[config.mk]
export PLATFORM = sky130hd
export DESIGN_NAME = umc_ctrl
export DESIGN_NICKNAME = d
export VERILOG_FILES = /design/src/design/assert_macros.svh /design/src/design/umc_pkg.sv /design/src/design/umc_ctrl.sv
export SDC_FILE = /design/constraint.sdc
export NUM_CORES = 1
export LEC_CHECK = 0
export BUFFER_PORTS_ARGS = -buffer_cell sky130_fd_sc_hd__buf_4
export CORE_MARGIN = 2
export CORE_UTILIZATION = 50
export CTS_CLUSTER_SIZE = 20
export DETAILED_ROUTE_END_ITERATION = 6
export PLACE_DENSITY = 0.85
export REMOVE_ABC_BUFFERS = 1
export SLEW_MARGIN = 20
export SYNTH_ARGS = -nofsm -noshare
export SYNTH_HDL_FRONTEND = slang
export SYNTH_SLANG_ARGS = --single-unit
[constraint.sdc]
create_clock -name clk -period 4.5 [get_ports clk]
set_input_delay 1.35 -clock clk [delete_from_list [all_inputs] [get_ports clk]]
set_output_delay 1.35 -clock clk [all_outputs]
set_load 0.02 [all_outputs]
[src/design/assert_macros.svh]
// Assertion shorthands used by umc_dp.
`ifndef ASSERT_MACROS_SVH
`define ASSERT_MACROS_SVH

// Same-cycle implication.
`define UMC_ASSERT_NOW(label, cond, expr) \
  label: assert property (@(posedge clk) disable iff (rst) (cond) |-> (expr)) \
    else $error("assertion failed");

// Next-cycle implication.
`define UMC_ASSERT_NEXT(label, cond, expr) \
  label: assert property (@(posedge clk) disable iff (rst) (cond) |=> (expr)) \
    else $error("assertion failed");

`endif

[src/design/umc_pkg.sv]
package umc_pkg;

  localparam logic [3:0] OP_CMOV     = 4'd0;
  localparam logic [3:0] OP_LOAD     = 4'd1;
  localparam logic [3:0] OP_STORE    = 4'd2;
  localparam logic [3:0] OP_ADD      = 4'd3;
  localparam logic [3:0] OP_MUL      = 4'd4;
  localparam logic [3:0] OP_DIV      = 4'd5;
  localparam logic [3:0] OP_NAND     = 4'd6;
  localparam logic [3:0] OP_HALT     = 4'd7;
  localparam logic [3:0] OP_MAP      = 4'd8;
  localparam logic [3:0] OP_UNMAP    = 4'd9;
  localparam logic [3:0] OP_OUT      = 4'd10;
  localparam logic [3:0] OP_IN       = 4'd11;
  localparam logic [3:0] OP_LOADPROG = 4'd12;
  localparam logic [3:0] OP_IMM      = 4'd13;

  localparam logic [2:0] FLT_NONE    = 3'd0;
  localparam logic [2:0] FLT_DIVZERO = 3'd1;
  localparam logic [2:0] FLT_SEGMENT = 3'd2;
  localparam logic [2:0] FLT_OPCODE  = 3'd3;
  localparam logic [2:0] FLT_OUTPUT  = 3'd4;
  localparam logic [2:0] FLT_MAP     = 3'd5;
  localparam logic [2:0] FLT_UNMAP   = 3'd6;
  localparam logic [2:0] FLT_PC_END  = 3'd7;

  localparam logic REQ_APPEND = 1'b0;

  localparam logic [31:0] OUT_MAX = 32'd255;

  typedef enum logic [5:0] {
    CMD_NONE, CMD_APPEND, CMD_FETCH, CMD_HALT, CMD_DECODE, CMD_RD_C, CMD_RD_A,
    CMD_LATCH_A, CMD_WR_MOVE, CMD_WR_ADD, CMD_WR_NAND, CMD_WR_IMM, CMD_WR_INPUT,
    CMD_OUTPUT, CMD_MUL, CMD_WR_PROD, CMD_DIV_INIT, CMD_DIV_STEP, CMD_WR_QUO,
    CMD_LEN_A, CMD_LEN_B, CMD_MEM_LOAD, CMD_WR_LOAD, CMD_STORE, CMD_MAP_POP,
    CMD_MAP_TAKE, CMD_MAP_FRESH, CMD_CLEAR, CMD_MAP_DONE, CMD_UNMAP,
    CMD_COPY_INIT, CMD_COPY_RD, CMD_COPY_WR, CMD_JUMP_LEN, CMD_JUMP, CMD_PUBLISH
  } cmd_e_t;

  typedef struct packed {
    cmd_e_t     op;
    logic       start;
    logic [2:0] cause;
  } cmd_t;

  typedef struct packed {
    logic [3:0] op;
    logic stopped;
    logic pc_end;
    logic vb_nz;
    logic vc_nz;
    logic sega_ok;
    logic segb_ok;
    logic segc_ok;
    logic map_big;
    logic free_any;
    logic fresh_any;
    logic free_full;
    logic out_big;
    logic off_b_ok;
    logic off_c_ok;
    logic cnt_zero;
    logic clr_more;
    logic copy_more;
    logic out_free;
  } status_t;

endpackage

[src/design/umc_ctrl.sv]
module umc_ctrl
  import umc_pkg::*;
(
  input  logic    clk,
  input  logic    rst,
  input  logic    in_valid,
  input  logic    opcode,
  input  status_t st,
  output logic    in_stall,
  output cmd_t    cmd
);

  typedef enum logic [15:0] {
    S_IDLE   = 16'h0001,
    S_FETCH  = 16'h0002,
    S_RB     = 16'h0004,
    S_RC     = 16'h0008,
    S_RA     = 16'h0010,
    S_EXEC   = 16'h0020,
    S_LEN    = 16'h0040,
    S_LOADWB = 16'h0080,
    S_MULWB  = 16'h0100,
    S_DIV    = 16'h0200,
    S_DIVWB  = 16'h0400,
    S_MAPID  = 16'h0800,
    S_CLEAR  = 16'h1000,
    S_COPY   = 16'h2000,
    S_COPYWR = 16'h4000,
    S_DONE   = 16'h8000
  } state_t;

  state_t state, state_next;

  assign in_stall = (state != S_IDLE);

  always_ff @(posedge clk) begin
    if (rst) begin
      state <= S_IDLE;
    end else begin
      state <= state_next;
    end
  end

  always_comb begin
    state_next = state;
    cmd.op = CMD_NONE;
    cmd.start = 1'b0;
    cmd.cause = FLT_NONE;
    unique case (state)
      S_IDLE: begin
        if (in_valid) begin
          cmd.start = 1'b1;
          state_next = S_DONE;
          if (opcode == REQ_APPEND) begin
            cmd.op = CMD_APPEND;
          end else if (st.stopped) begin
            cmd.op = CMD_NONE;
          end else if (st.pc_end) begin
            cmd.op = CMD_HALT;
            cmd.cause = FLT_PC_END;
          end else begin
            cmd.op = CMD_FETCH;
            state_next = S_FETCH;
          end
        end
      end
      S_FETCH: begin
        cmd.op = CMD_DECODE;
        state_next = S_RB;
      end
      S_RB: begin
        cmd.op = CMD_RD_C;
        state_next = S_RC;
      end
      S_RC: begin
        cmd.op = CMD_RD_A;
        state_next = S_RA;
      end
      S_RA: begin
        cmd.op = CMD_LATCH_A;
        state_next = S_EXEC;
      end
      S_EXEC: begin
        state_next = S_DONE;
        case (st.op)
          OP_CMOV: cmd.op = st.vc_nz ? CMD_WR_MOVE : CMD_NONE;
          OP_LOAD: begin
            if (st.segb_ok) begin
              cmd.op = CMD_LEN_B;
              state_next = S_LEN;
            end else begin
              cmd.op = CMD_HALT;
              cmd.cause = FLT_SEGMENT;
            end
          end
          OP_STORE: begin
            if (st.sega_ok) begin
              cmd.op = CMD_LEN_A;
              state_next = S_LEN;
            end else begin
              cmd.op = CMD_HALT;
              cmd.cause = FLT_SEGMENT;
            end
          end
          OP_ADD:  cmd.op = CMD_WR_ADD;
          OP_MUL: begin
            cmd.op = CMD_MUL;
            state_next = S_MULWB;
          end
          OP_DIV: begin
            if (st.vc_nz) begin
              cmd.op = CMD_DIV_INIT;
              state_next = S_DIV;
            end else begin
              cmd.op = CMD_HALT;
              cmd.cause = FLT_DIVZERO;
            end
          end
          OP_NAND: cmd.op = CMD_WR_NAND;
          OP_HALT: begin
            cmd.op = CMD_HALT;
            cmd.cause = FLT_NONE;
          end
          OP_MAP: begin
            if (st.map_big) begin
              cmd.op = CMD_HALT;
              cmd.cause = FLT_MAP;
            end else if (st.free_any) begin
              cmd.op = CMD_MAP_POP;
              state_next = S_MAPID;
            end else if (st.fresh_any) begin
              cmd.op = CMD_MAP_FRESH;
              state_next = S_CLEAR;
            end else begin
              cmd.op = CMD_HALT;
              cmd.cause = FLT_MAP;
            end
          end
          OP_UNMAP: begin
            if (!st.vc_nz || !st.segc_ok || st.free_full) begin
              cmd.op = CMD_HALT;
              cmd.cause = FLT_UNMAP;
            end else begin
              cmd.op = CMD_UNMAP;
            end
          end
          OP_OUT: begin
            if (st.out_big) begin
              cmd.op = CMD_HALT;
              cmd.cause = FLT_OUTPUT;
            end else begin
              cmd.op = CMD_OUTPUT;
            end
          end
          OP_IN:  cmd.op = CMD_WR_INPUT;
          OP_LOADPROG: begin
            if (!st.vb_nz) begin
              cmd.op = CMD_JUMP;
            end else if (st.segb_ok) begin
              cmd.op = CMD_LEN_B;
              state_next = S_LEN;
            end else begin
              cmd.op = CMD_HALT;
              cmd.cause = FLT_SEGMENT;
            end
          end
          OP_IMM: cmd.op = CMD_WR_IMM;
          default: begin
            cmd.op = CMD_HALT;
            cmd.cause = FLT_OPCODE;
          end
        endcase
      end
      S_LEN: begin
        state_next = S_DONE;
        if (st.op == OP_LOADPROG) begin
          cmd.op = CMD_COPY_INIT;
          state_next = S_COPY;
        end else if (st.op == OP_LOAD) begin
          if (st.off_c_ok) begin
            cmd.op = CMD_MEM_LOAD;
            state_next = S_LOADWB;
          end else begin
            cmd.op = CMD_HALT;
            cmd.cause = FLT_SEGMENT;
          end
        end else if (st.off_b_ok) begin
          cmd.op = CMD_STORE;
        end else begin
          cmd.op = CMD_HALT;
          cmd.cause = FLT_SEGMENT;
        end
      end
      S_LOADWB: begin
        cmd.op = CMD_WR_LOAD;
        state_next = S_DONE;
      end
      S_MULWB: begin
        cmd.op = CMD_WR_PROD;
        state_next = S_DONE;
      end
      S_DIV: begin
        if (st.cnt_zero) begin
          state_next = S_DIVWB;
        end else begin
          cmd.op = CMD_DIV_STEP;
        end
      end
      S_DIVWB: begin
        cmd.op = CMD_WR_QUO;
        state_next = S_DONE;
      end
      S_MAPID: begin
        cmd.op = CMD_MAP_TAKE;
        state_next = S_CLEAR;
      end
      S_CLEAR: begin
        if (st.clr_more) begin
          cmd.op = CMD_CLEAR;
        end else begin
          cmd.op = CMD_MAP_DONE;
          state_next = S_DONE;
        end
      end
      S_COPY: begin
        if (st.copy_more) begin
          cmd.op = CMD_COPY_RD;
          state_next = S_COPYWR;
        end else begin
          cmd.op = CMD_JUMP_LEN;
          state_next = S_DONE;
        end
      end
      S_COPYWR: begin
        cmd.op = CMD_COPY_WR;
        state_next = S_COPY;
      end
      S_DONE: begin
        if (st.out_free) begin
          cmd.op = CMD_PUBLISH;
          state_next = S_IDLE;
        end
      end
      default: state_next = S_IDLE;
    endcase
  end

endmodule

# Word-level counts from Yosys, hierarchy flattened
# Cells that the tools add are included.
word_totals:
  reg_bits: 16
  inputBits: 26
  output_inout_bits: 11
classes:
  eq_ne: 34
  muxes: 63
  reduce_logical: 8
op_table:
  columns: ["cell", "n"]
  rows:
  - ["2-to-1 mux 16 bit", 18]
  - ["case mux 16 bit (14 select lines)", 1]
  - ["case mux 16 bit (6 select lines)", 1]
  - ["case mux 6 bit (16 select lines)", 1]
  - ["case mux 6 bit (13 select lines)", 1]
  - ["2-to-1 mux 5 bit", 10]
  - ["2-to-1 mux 6 bit", 6]
  - ["2-to-1 mux 3 bit", 11]
  - ["equality test 4 bit (second input constant)", 6]
  - ["case mux 3 bit (8 select lines)", 1]
  - ["equality test 16 x 1 -> 1 bit (second input constant)", 1]
  - ["equality test 16 x 10 -> 1 bit (second input constant)", 1]
  - ["equality test 16 x 11 -> 1 bit (second input constant)", 1]
  - ["equality test 16 x 12 -> 1 bit (second input constant)", 1]
  - ["equality test 16 x 13 -> 1 bit (second input constant)", 1]
  - ["equality test 16 x 14 -> 1 bit (second input constant)", 1]
  - ["equality test 16 x 15 -> 1 bit (second input constant)", 1]
  - ["equality test 16 bit (second input constant)", 1]
  - ["equality test 16 x 2 -> 1 bit (second input constant)", 1]
  - ["equality test 16 x 3 -> 1 bit (second input constant)", 1]
  - ["equality test 16 x 4 -> 1 bit (second input constant)", 1]
  - ["equality test 16 x 5 -> 1 bit (second input constant)", 1]
  - ["equality test 16 x 6 -> 1 bit (second input constant)", 1]
  - ["equality test 16 x 7 -> 1 bit (second input constant)", 1]
  - ["other kinds (17)", 35]

# Logic depth before layout (Yosys ltp)
logic_depth:
  depth_word: 6
  mapped_depth: 8
  depth_no_buf: 7

# Worst setup path before layout
# Ideal clock, no wire load.
synth_path:
  path_kind: "input-to-output"
  start: "input st[20] in the netlist's numbering"
  end: "output cmd[0] in the netlist's numbering"
  t_arrival_ps: 2868
  required_time_ps: 3150
  path_slack_ps: 282
  stages: 5
  cell_sequence: "clkbuf_1 or4b_2 o32ai_1 a31oi_1 o21ai_0"
synth_rtl:
  columns: ["item", "line", "rtl"]
  rows:
  - ["start, declared", "umc_ctrl.sv:8", "input status_t st,"]
  - ["end, declared", "umc_ctrl.sv:10", "output cmd_t cmd"]

==> results.yml <==
floorplanning:
  die_area_sq_um: 3930
  die_w_um: 62.7
  num_rows: 21
  initial_core_util: 0.520
  ioPinCount: 37
  die_y_um: 62.7
  core_sq_um: 3310
yosys:
  synth_edf_count: 0
  ys_ff_latch: 16
  ys_seq_area_frac: 0.186
  synth_top_area_frac: 0.186
  yosys.area_share.simple: 0.471
  synth_cells: 254
  synth.area.mux_share: 0
  synth_area_leaders: "dfxtp_1 19%, a21oi_1 5.5%, nor2_1 5.5%"
  postSynthAreaPerCell_sq_um: 6.77
  synth_top_family_by_area: "simple AND/OR/NAND/NOR gates"
  ys.flop_type: "dfxtp_1"
  ys.warnings.count: 0
  synth.distinct_cells: 53
  synth_xor_area_frac: 0.0153
  synth_top_cell_by_area: "dfxtp_1"
  synth-adder-area-share: 0
  synth-async-reset-ratio: 0
  synth_compound_area_frac: 0.267
  syn_area_sq_um: 1720
worst_setup_path:
  r2r_slack_ns: 2.04
  rr_worst_depth: 6
  crit_path_end_kind: "primary output"
  cp.required_ns: 3.15
  r2r_start: "state[15]"
  slowest_delay_ns: 0.38
  critPathTopFamily: "simple AND/OR/NAND/NOR gates"
  cp_slowest_cell: "nor2_1"
  crit_chain: "buf_4 > nor2_1 > nand3_1 > a21oi_1 > o32ai_1 > nor4_1 > o211ai_1 > buf_4"
  crit_path_frequent_cell: "buf_4"
  crit_arrival_ns: 2.91
  critPathMaxFanout: 16
  reg2reg_to: "state[0]"
  worstSetupPathType: "input port to primary output"
  crit_buf_inv: 2
  cp-start-kind: "input port"
final_layout:
  num_antenna_cells: 0
  drive_above_1_share: 0.220
  nets: 309
  regMostFlops: "state"
  fin_cells: 328
  fin_util: 0.620
  reg.largest.list: "state (16)"
  syn_to_final_growth_pct: 19.3
  largest_register_ffs: 16
min_path:
  hold_class: "flip-flop to flip-flop"
  hold_depth: 2
  worstHoldEndpoint: "state[2]"
  hp-start: "state[1]"
clock_tree:
  cts_hold_buf: 0
  cts.sinks: 16
  clock_path_buffers: 2
  clockRootBuffer: "clkbuf_4"
  clk_pin_slew_ns: 0.10
  h-tree-depth: 1
  postCtsSetupRepairBufs: 0
  cts_buffers: 3
  cts_tree: "yes"
  cts_resized: 0
  clock_latency_ns: 0.30
sta:
  hold_viol: 0
  timing.final.ws_setup_ns: 0.236
  drv_slew: 0
  rsz0062_at_grt: "false"
  finalCritPeriodShare: 0.948
  skew_ns: 0.00345
  relSlewSlack: 0.575
  setup_tns_ns: 0
  setup_viol: 0
  layout_min_cycle_time_ns: 4.26
  tightest_slew_ns: 0.631
  fmax_mhz: 235
detailed_routing:
  drc_errors: 0
  drtIter0Drc: 258
  vias: 2126
  vias_per_cell: 6.48
  wl_per_cell_um: 18.1
  first_pass_iters: 5
  drt-total-wl_um: 5950
  drtAntennaViolNets: 0
global_routing:
  grt_pass1_vias: 2041
  grt_pass1_wl_um: 9870
  grt_overflow: 0
  grt_use_total: 0.314
  grt_start_max_net_pins: 24
  antenna_found_initial: 0
job:
  max_cap_violations: 0
power_and_ir_drop:
  powerDensity_nw_per_um2: 259
  leakagePower_nw: 0.761
  ir_drop_mv: 0.136
  totalPowerFinal_w: 0.000531
placed_design:
  port_buffers: 36
  place_inst: 324
  gp_congestion: 0.935
  hpwl_um: 4670
  dp_slack_ns: 0.245
outcome:
  status: "complete, no violations"
-- per-layer routing --
metal,vias up,global-route usage,share of wire
li1,1028,-,-
met1,956,0.379,0.39
met2,110,0.535,0.48
met3,32,0.0288,0.065
met4,0,0.197,0.063
met5,-,0,0
-- synthesized netlist by cell type (2+ instances only) --
master,count
xnor2_1,3
nor3_1,13
nand4b_1,3
o22ai_1,2
clkbuf_1,13
a32oi_1,2
a31oi_1,3
and3_1,3
o32ai_1,2
nand3_1,10
nor4b_1,4
nand2b_1,3
and2_1,4
o31ai_1,2
nor3b_1,5
nor2b_1,6
or2_2,5
nand4_1,7
o2111ai_1,2
o21bai_1,2
nand2_1,17
o211ai_1,4
dfxtp_1,16
a21oi_1,19
o21a_1,2
o221ai_1,3
a211oi_1,2
or4b_2,5
nor2_1,25
o21ai_0,18
buf_2,2
nor4_1,11
or4_1,6
inv_1,11
-- placed cells by master, fill, tap and decap left out, types with 3 or more instances in the layout --
master,n
buf_4,40
nor2_1,25
a21oi_1,19
o21ai_0,18
nand2_1,17
dfxtp_1,16
nor3_1,13
inv_1,11
nor4_1,11
nand3_1,10
nand4_1,7
or4_1,6
nor2b_1,6
or2_2,5
or4b_2,5
nor3b_1,5
nor4b_1,4
o211ai_1,4
and2_1,4
nand4b_1,3
a31oi_1,3
nand2b_1,3
and3_1,3
xnor2_1,3
o221ai_1,3
clkbuf_4,3
-- cells by family after synthesis --
| logic type | after synthesis |
|---|---|
| buffers and inverters | 27 |
| DFF | 16 |
| and+or+nand+nor | 137 |
| xor gates and xnor gates | 3 |
| AOI/OAI and AO/OA | 71 |
-- worst reg2reg max path, delay by kind of cell, from the launching register on --
family / cells / cell delay (ns)
compound gates: 3 / 0.67
flops: 1 / 0.38
simple gates: 3 / 1.31
-- power breakdown --
group	internal, W	switching (W)	total (W)	leakage, nW
Combinational	0.000106	0.000161	0.000268	0.611
Sequential	0.000149	0.0000106	0.000160	0.129
Clock	0.0000495	0.0000533	0.000103	0.0210
-- area by class of cell --
cell class	count	area [sq um]
Fill cell	333	1260
Clock buffer	4	36.3
Multi-Input combinational cell	211	1300
Tap cell	46	57.6
Timing Repair Buffer	40	300
Inverter	11	41.3
Sequential cell	16	320
-- worst max path at each step --
| stage | startpoint | endpoint | slack (ns) | depth (start not counted) |
|---|---|---|---|---|
| 2_1_floorplan | st[18] | cmd[0] | 0.38 | 4 |
| 3_3_place_gp | st[18] | cmd[4] | 0.26 | 6 |
| 3_5_place_dp | st[21] | cmd[5] | 0.24 | 8 |
| 4_1_cts | st[21] | cmd[5] | 0.24 | 8 |
| 5_1_grt | st[20] | cmd[6] | 0.1 | 10 |
| 6_report | st[21] | cmd[5] | 0.24 | 8 |
-- through the flow --
stage	cell area (sq um)	hold slack (ns)
final	2050	0.536
after global routing	2050	0.571
after CTS	2050	0.535
after detailed placement	2020	0.518
after global placement	2020	0.513
after floorplan	1660	0.486
(Power assumes the default switching activity.)
